File: config.mk
export PLATFORM = sky130hd
export DESIGN_NAME = tfso_entry
export DESIGN_NICKNAME = d
export VERILOG_FILES = /design/src/sv/tfso_pkg.sv /design/src/sv/tfso_entry.sv
export SDC_FILE = /design/constraint.sdc
export NUM_CORES = 1
export LEC_CHECK = 0
export BUFFER_PORTS_ARGS = -buffer_cell sky130_fd_sc_hd__buf_2
export CELL_PAD_IN_SITES_DETAIL_PLACEMENT = 1
export CELL_PAD_IN_SITES_GLOBAL_PLACEMENT = 1
export CORE_MARGIN = 3
export CORE_UTILIZATION = 45
export CTS_CLUSTER_SIZE = 8
export DETAILED_ROUTE_END_ITERATION = 6
export PLACE_DENSITY = 0.95
export SYNTH_ARGS = -nofsm -noshare
export SYNTH_HDL_FRONTEND = slang
export SYNTH_SLANG_ARGS = --single-unit
File: constraint.sdc
create_clock -name clk_i -period 7.4 [get_ports clk_i]
set_clock_uncertainty 0.1 [all_clocks]
set_input_delay 0.74 -clock clk_i [delete_from_list [all_inputs] [get_ports clk_i]]
set_output_delay 0.74 -clock clk_i [all_outputs]
set_load 0.02 [all_outputs]
File: src/sv/tfso_pkg.sv
// tfso_pkg: shared types and constants of the tcp flow sequence offset table
// holds op and status codes, field widths and the per-entry request struct
// depends on nothing; imported by tfso_entry and tcp_flow_sequence_offset_table
package tfso_pkg;

  localparam int unsigned IpW    = 32;
  localparam int unsigned PortW  = 16;
  localparam int unsigned AddrW  = 2 * IpW;
  localparam int unsigned PairW  = 2 * PortW;
  localparam int unsigned DeltaW = 32;
  localparam int unsigned SizeW  = 17;
  localparam int unsigned PlenW  = 16;

  typedef enum logic [1:0] {
    OP_OBSERVE = 2'd0,
    OP_ADJUST  = 2'd1,
    OP_FETCH   = 2'd2,
    OP_NOP     = 2'd3
  } op_e;

  typedef enum logic [1:0] {
    ST_OK         = 2'd0,
    ST_NOT_FOUND  = 2'd1,
    ST_TABLE_FULL = 2'd2
  } status_e;

  // bit 0 close-wait, bit 1 closed
  localparam logic [1:0] MarkCloseWait = 2'b01;
  localparam logic [1:0] MarkClosed    = 2'b10;

  // broadcast request from the lookup stage to every entry
  typedef struct packed {
    logic [AddrW-1:0]  addr;
    logic [PairW-1:0]  port;
    logic              close_upd;  // observe with empty payload
    logic              fin;
    logic              rst;
    logic              adjust;
    logic              rev;
    logic              fetch;
    logic [DeltaW-1:0] size;       // sign extended size change
  } entry_req_t;

endpackage

File: src/sv/tfso_entry.sv
// tfso_entry: one slot of the flow table, key compare plus its own deltas and close marks
// depends on tfso_pkg
module tfso_entry (
  input  logic                  clk_i,
  input  logic                  rst_ni,
  input  tfso_pkg::entry_req_t  req_i,
  input  logic                  alloc_i,
  output logic                  valid_o,
  output logic                  hit_o,
  output logic [31:0]           fwd_o,
  output logic [31:0]           rev_o
);
  import tfso_pkg::*;

  logic              valid_q, valid_d;
  logic [AddrW-1:0]  addr_q;
  logic [PairW-1:0]  port_q;
  logic [DeltaW-1:0] fwd_q, fwd_d;
  logic [DeltaW-1:0] rev_q, rev_d;
  logic [1:0]        marks_q, marks_d;
  logic              hit;

  assign hit = valid_q && (addr_q == req_i.addr) && (port_q == req_i.port);

  always_comb begin
    valid_d = valid_q;
    fwd_d   = fwd_q;
    rev_d   = rev_q;
    marks_d = marks_q;
    if (alloc_i) begin
      valid_d = 1'b1;
      fwd_d   = '0;
      rev_d   = '0;
      marks_d = '0;
    end else if (hit) begin
      if (req_i.close_upd) begin
        priority if (req_i.fin) begin
          marks_d = marks_q[0] ? (marks_q | MarkClosed) : (marks_q | MarkCloseWait);
        end else if (req_i.rst) begin
          marks_d = MarkCloseWait | MarkClosed;
        end else begin
          marks_d = marks_q;
        end
      end
      if (req_i.adjust) begin
        if (req_i.rev) begin
          rev_d = rev_q + req_i.size;
        end else begin
          fwd_d = fwd_q + req_i.size;
        end
      end
      // closed flow leaves the table once its offsets are read
      if (req_i.fetch && marks_q[1]) begin
        valid_d = 1'b0;
      end
    end
  end

  always_ff @(posedge clk_i or negedge rst_ni) begin
    if (!rst_ni) begin
      valid_q <= 1'b0;
    end else begin
      valid_q <= valid_d;
    end
  end

  always_ff @(posedge clk_i) begin
    if (alloc_i) begin
      addr_q <= req_i.addr;
      port_q <= req_i.port;
    end
    fwd_q   <= fwd_d;
    rev_q   <= rev_d;
    marks_q <= marks_d;
  end

  assign valid_o = valid_q;
  assign hit_o   = hit;
  assign fwd_o   = fwd_q;
  assign rev_o   = rev_q;

endmodule

==> results, run 1 <==
- The routed wire length is 33300 um.
- The main flop type after synthesis is edfxtp_1.
- The worst-case IR drop observed on VDD is 0.136 mV.
- In the post-synthesis netlist, the cell with the most instances is edfxtp_1.
- The count of pins over their slew limit is 0.
- For this run, the number of standard cells in the final layout without fillers is 1502.
- The via count of the first global-routing pass is 9539.
- The cell sitting at the root of the clock tree is a clkbuf_16.
- In the synthesized netlist the async set-or-reset flop fraction comes to 0.00613.
- The number of antenna violations at the first check in global routing is 6.
- The detailed-route via count is 8954.
- In this run, the number of DRC markers left after iteration 0 of detailed routing was 546.
- The number of top-level pins is 203.
- After synthesis, the cell types taking the most area are edfxtp_1 (30%), dfxtp_1 (14%), ha_1 (7.9%).
- The critical path is of the input port to output port type.
- The DRC violation count after routing is 0.
- After clock tree synthesis, the clock-pin slew on the worst setup and hold paths is 0.08 ns.
- The number of setup buffers added after CTS is 0.
- The placer's final routability congestion estimate is 0.923.
- Sorting the synthesized cells by how often they occur yields edfxtp_1 (96), nand2_1 (93), a21oi_1 (88), xnor2_1 (77), nor2_1 (75).
- STA classifies the critical path startpoint as an input port.
- The number of enable flip-flop cells after synthesis is 96.
- The clock passes through at most 2 buffers.
- Setup repair after global routing left no endpoint under its margin.
- Setup violations remaining at the end of the flow were counted as 0.
- The capturing point of the worst reg2reg path is rev_o[30].
- At the pin with the least slew margin, the transition time is 1.10 ns.
- The post-synthesis average cell area is 9.75 um^2.
- The critical path arrival is 3.06 ns.
- In this run the worst setup path begins at req_i[44].
- The later pin in the worst-skew pair is clocked with a latency of 0.44 ns.
- For this run the aggregate overflow at the end of global routing stands at 0.
- The share of synthesized area in the top cell type comes to 0.295.
- Of the available clock period, the critical path in the final layout requires 0.527.
- The worst register-to-register path has a setup slack of 3.68 ns.
- After legalization and detailed placement, the total HPWL measured 24800 um.
- In the final routed layout, each cell accounts on average for 22.2 um.
- The total area inside the core boundary comes to 21200 um^2.
- TritonCTS built the clock tree.
- The synthesized design contains 163 register bits.
- The relative area change from synthesis to final layout is 19.5%.
- The fmax is 256 MHz.
- The timing endpoint of the critical path is hit_o.
- During placement, the flow inserted port buffers numbering 202.
- The kind of end point of the critical path is an output port.
- The die height is 153 um.
- The width of the chip is 153 um.
- The share of post-route cells with drive strength above 1 is 0.208.
- In the routed layout, each cell is associated on average with a via count of 5.96.
- The tightest slew margin relative to the limit is 0.264.
- Synthesis produced a netlist with a net count of 1202.
- After routing, the total negative slack on setup checks comes to 0 ns.
- The total clock buffers created by CTS is 17.
- The run finished with clean final reports.
- Once detail routing completed, the nets flagged for antenna violations numbered 0.
- The count of placed standard cells including taps is 1461.
- Across every metal layer, demand over resource in global routing totals 0.277.
- The count of cell types in the netlist is 73.
- The cell count after synthesis is 1001.
- The total power per unit cell area is 189 nW/um^2.
- The deepest level of the CTS H-tree is 4.
- The die outline area is 23500 um^2.
- The worst hold-check path type is flop to flop.
- Entering global routing, the biggest net connects 88 pins.
- STA puts the critical path data required time at 6.56 ns.
- The iteration count of the initial detailed-routing pass is 5.
- The synthesis warning total is 0.
- The first global-routing pass estimated 51800 um of wire.
- In this run the core area contains 53 standard-cell rows.
- The sequential area share after synthesis is 0.433.
- Across the run, the number of max-cap violations was 0.
- Summing every instance area after synthesis gives 9760 um^2.
- The path depth of the worst reg2reg path is 10.
- The tree built by TritonCTS fans out to 163 sinks.
- The number of hold-slack violations in the final timing report was 0.
- In this run the critical register-to-register path is launched from port_q[22].
- The worst path needs 3.90 ns of the cycle, external delays included.
- For this configuration, the core starts out at a cell density of 0.461.
- The total leakage power is 4.96 nW.
- The biggest area contributor in the post-synthesis netlist is edfxtp_1.
- The number of nets at the end of the flow is 1407.
- The biggest fanout along the worst timing path is 2.
## layout make-up
type,instances,area (um^2)
antenna,8,20.0
fill,2442,9480
tap,275,344
timing repair buffer,206,1050
inverter,24,90.1
clock buffer,17,425
clock inverter,15,161
sequential,163,4230
multi-input combinational,794,5350
## repair_timing
action | 4_1_cts | 5_1_grt
endpoints found under the setup margin | 0 | 0
resized for setup | 0 | 0
hold buffers | 1 | 0
hold endpoints to repair | 1 | 0
## state kept, by name, indices dropped and copies added, names as in the netlist
register and cells:
addr_q 64, fwd_o 32, port_q 32, rev_o 32, marks_q 2, valid_o 1
## critical path, stage by stage
cell and delay (ns):
buf_2 0.11, xor2_1 0.17, nor2_1 0.17, nand4_1 0.15
nor4bb_1 0.71, nand4_1 0.29, nor3_1 0.47, buf_2 0.25
## how the worst min path moves through the flow
stage	cells after the start	slack (ns)	endpoint	from
after floorplan	2	0.33	marks_q[0]	marks_q[0]
after global placement	2	0.34	marks_q[0]	marks_q[0]
after detailed placement	2	0.35	marks_q[0]	marks_q[0]
after CTS	2	0.36	marks_q[0]	marks_q[0]
after global routing	1	0.38	addr_q[34]	req_i[104]
final	2	0.36	marks_q[0]	marks_q[0]
## through the flow
| step | hold WS [ns] | worst slack [ns] | util | total power [mW] | instance area, um^2 |
|---|---|---|---|---|---|
| after floorplan | 0.332 | 4.02 | - | 1.18 | 9760 |
| after CTS | 0.364 | 3.53 | 0.551 | 2.20 | 11600 |
| after detailed placement | 0.353 | 3.26 | 0.523 | 1.30 | 11100 |
| after global placement | 0.341 | 3.39 | 0.523 | 1.29 | 11100 |
| final | 0.361 | 3.50 | 0.552 | 2.20 | 11700 |
| after global routing | 0.379 | 3.37 | 0.551 | 2.27 | 11700 |
## logic make-up after synthesis
kind of cell,count (synthesis),share of synthesized area
multiplexers,14,0.0145
AND/OR/NAND/NOR,381,0.205
flip-flops,163,0.433
XOR/XNOR,106,0.0951
adder cells (fa/ha/maj),64,0.0836
buffers and inverters,44,0.0190
AO/OA/AOI/OAI,229,0.150
## metal layers
metal / GRT usage / vias to the layer above / share of wire
met5: 0 / - / 0.00039
met4: 0.113 / 2 / 0.038
met2: 0.481 / 365 / 0.49
met1: 0.334 / 4386 / 0.40
met3: 0.0603 / 87 / 0.066
li1: - / 4114 / -
## report_power, final
group          switching (mW)  internal, mW  leakage (nW)  total [mW]
Clock                   0.451         0.455         0.289       0.907
Combinational           0.160         0.105          3.19       0.264
Sequential             0.0228          1.01          1.48        1.03
Total                   0.634          1.57          4.96        2.20
## cell usage in the layout, fill, tap and decap left out, types with 5 or more instances in the layout
master     synthesis  routed
a21boi_0           5       5
xnor2_1           77      77
clkbuf_16          0      17
and3_1            10      10
edfxtp_1          96      96
a21o_1            28      28
nor3_1            11      11
or3_1              7       7
buf_2              3     201
mux2i_1           13      13
inv_8              0       8
inv_1             24      24
ha_1              62      62
nor2_1            75      74
nand2_1           93      93
nor2b_1           11      11
diode_2            0       8
o211ai_1           5       5
o21bai_1           7       7
nand4_1           49      49
nand2b_1          55      55
nor4_1            13      13
o21ai_0           31      31
nand3_1           25      25
a211oi_1          16      16
dfxtp_1           66      66
a21oi_1           88      88
xor2_1            29      29
No activity file was read; power rests on OpenSTA's default activity.
==> inputs of run 2 (changes only) <==
CORE_UTILIZATION = 43   (was 45)
PLACE_DENSITY = 0.92   (was 0.95)
clock period = 4 ns   (was 7.4 ns; I/O delays follow)
==> results, run 2 (synthesis results as in run 1) <==
- The total power per unit cell area is 353 nW/um^2 (was 189 nW/um^2).
- The global-route wire length before repair is 49200 um (was 51800 um).
- The core footprint was 22100 um^2 (was 21200 um^2).
- The highest metal layer with signal wires is met5 (unchanged).
- The placed standard-cell area is 11100 um^2 (about the same).
- The fmax is 280 MHz.
- The number of gates resized after CTS came to 0 (unchanged).
- The design area is 11800 um^2 (was 11700 um^2).
- The count of pins over their slew limit is 0 (unchanged).
- The detailed router's first-iteration violation count is 540 (was 546).
- The most common library cell in the layout ignoring fill and taps is buf_2 (unchanged).
- The kind of end point of the critical path was a flop (was output port).
- The width of the chip was 157 um (was 153 um).
- The destination of the worst hold path is addr_q[7] (was marks_q[0]).
- The routed wire length is 31700 um (was 33300 um).
- The count of standard-cell rows is 54 (was 53).
- The count of buffers inserted at the top-level ports is 202 (unchanged).
- The root cell of the clock tree is clkbuf_16 (unchanged).
- The register containing the most flip-flops in the final layout is addr_q (unchanged).
- The DRC violation count after routing was 0 (unchanged).
- The overall fraction of global-route tracks in use was 0.255 (was 0.277).
- The worst hold-check path type is input port to flop (was flop to flop).
- The minimum hold slack was 0.0402 ns (was 0.361 ns).
- The share of post-route cells with drive strength above 1 was 0.211 (was 0.208).
- The die height came to 157 um (was 153 um).
- The final antenna-violating net count was 0 (unchanged).
- The worst hold path depth came to 1 (was 2).
- The tightest slew margin relative to the limit came to 0.527 (was 0.264).
- For the finished layout, the period the worst path requires is 3.58 ns.
- The number of failing setup endpoints in the final timing report is 0 (unchanged).
- The deepest level of the CTS H-tree came to 4 (unchanged).
- The highest ir drop seen on vdd is 0.226 mV (was 0.136 mV).
- The period utilization is 0.894.
- The source of the critical timing path is rev_o[0] (was req_i[44]).
- The total clock sinks is 163 (unchanged).
- The beginning of the worst hold path is req_i[77] (was marks_q[0]).
- The iteration count of the initial detailed-routing pass is 5 (unchanged).
- The relative area change from synthesis to final layout is 20.7% (was 19.5%).
- The number of hold-slack violations in the final timing report is 0 (unchanged).
- The required time reported for the critical path endpoint is 4.23 ns (was 6.56 ns).
- Outcome: completed (unchanged).
- The critical path arrival is 3.81 ns (was 3.06 ns).
- The total clock buffers created by CTS is 17 (unchanged).
- The number of top-level pins is 203 (unchanged).
- The met1 layer wirelength in the final routing is 13100 um (was 13500 um).
- The remaining global-route overflow is 0 (unchanged).
- The flip-flop count of the largest register, all copies and words added was 64 (unchanged).
- The CTS tree was yes (unchanged).
- The final standard cell count with taps included and fillers excluded was 1508 (was 1502).
- The actual transition at the worst max-transition pin is 0.704 ns (was 1.10 ns).
- The die outline area is 24500 um^2 (was 23500 um^2).
- The max-cap check violation count was 0 (unchanged).
- The post-CTS clock slew at the launch and capture registers of the worst setup and hold paths is 0.08 ns (about the same).
- The placer's final routability congestion estimate is 0.925 (was 0.923).
- The total length of routed met3 wires is 2070 um (was 2210 um).
- The effective utilization at floorplan came to 0.442 (was 0.461).
- The path type of the worst setup path is flop to flop (was input port to output port).
- The count of placed standard cells including taps was 1472 (was 1461).
- The clock tree buffer depth was 2 (unchanged).
- The total leakage power was 5.01 nW (was 4.96 nW).
- The number of nets at the end of the flow came to 1413 (was 1407).
- The number of antenna violations at the first check in global routing is 5 (was 6).
- The startpoint class of the critical path is a flop (was input port).
- The average wire per standard cell was 21.0 um (was 22.2 um).
- The detailed placer's ending HPWL came to 24300 um (was 24800 um).
- The largest net degree at the start of global routing was 111 (was 88).
- The detailed-routed wire length on met2 was 15700 um (was 16300 um).
- The capturing point of the worst reg2reg path is rev_o[30] (unchanged).
- The biggest fanout along the worst timing path came to 4 (was 2).
- The path depth of the worst reg2reg path is 12 (was 10).
- Unrepaired setup endpoints after global routing: false (unchanged).
- The final total negative setup slack came to 0 ns (unchanged).
- The minimum setup slack among reg-to-reg paths was 0.42 ns (was 3.68 ns).
- The critical register-to-register path startpoint is rev_o[0] (was port_q[22]).
- Leading cell types in the layout, fill and taps excluded: buf_2 (201), edfxtp_1 (96), nand2_1 (93), a21oi_1 (88), xnor2_1 (77) (unchanged).
- The share of the core filled with cells in the final layout is 0.533 (was 0.552).
- The per-cell via count in the routed design is 5.86 (was 5.96).
- The detailed-route via count is 8832 (was 8954).
- The via count of the first global-routing pass is 9326 (was 9539).
- The worst-skew pair later-pin latency was 0.45 ns (was 0.44 ns).
## run 2: changes by cell type in the layout (fill, tap and decap cells not counted)
cell        before  now
clkinv_4         2    0
clkinv_2         1    0
clkinv_8         2    7
clkinvlp_4       1    0
diode_2          8    3
buf_4            3    8
inv_12           0    5
inv_8            8    2
buf_12           0    1
## run 2: critical path: stages (launching register included)
cell and delay (ns):
dfxtp_1 0.33, ha_1 0.21, fa_1 0.46, a211oi_1 0.36, o21ai_1 0.15, nand3_1 0.18
o21ai_1 0.17, a31oi_1 0.44, o211ai_1 0.24, nand4_1 0.19, a2111oi_2 0.09, a31o_1 0.21
a311o_1 0.32
## run 2: worst max path at each step
stage,endpoint,slack (ns),depth (start not counted)
floorplan,rev_o[30],0.96,12
global placement,rev_o[30],0.33,13
detailed placement,rev_o[30],0.24,13
CTS,rev_o[30],0.43,12
global route,rev_o[30],0.12,12
finish,rev_o[30],0.42,12
## run 2: through the flow
step / worst slack, ns / power, mW
4_1_cts: 0.429 / 4.18
3_3_place_gp: 0.333 / 2.37
2_1_floorplan: 0.959 / 2.19
6_report: 0.425 / 4.16
5_1_grt: 0.119 / 4.30
3_5_place_dp: 0.245 / 2.40
## run 2: timing repair
action / in CTS / in global routing
setup buffers: 0 / 0
hold endpoints to repair: 1 / 0
hold buffers: 1 / 0
## run 2: power breakdown
group / switching [mW] / internal (mW)
Sequential: 0.0395 / 1.86
Clock: 0.896 / 0.882
Combinational: 0.285 / 0.195
Total: 1.22 / 2.94
## run 2: layout make-up
| type | instances | area, um^2 |
|---|---|---|
| diodes | 3 | 7.51 |
| clock buffers | 17 | 425 |
| clock inverters | 15 | 226 |
| fillers | 2537 | 10300 |
| inverters | 24 | 90.1 |
| multi-input cells | 794 | 5350 |
| flip-flops and latches | 163 | 4230 |
| well taps | 280 | 350 |
| repair buffers | 212 | 1110 |
## run 2: routing by layer
| metal | vias up | track usage |
|---|---|---|
| li1 | 4137 | - |
| met1 | 4304 | 0.309 |
| met2 | 324 | 0.450 |
| met3 | 63 | 0.0534 |
| met4 | 4 | 0.0834 |
| met5 | - | 0 |
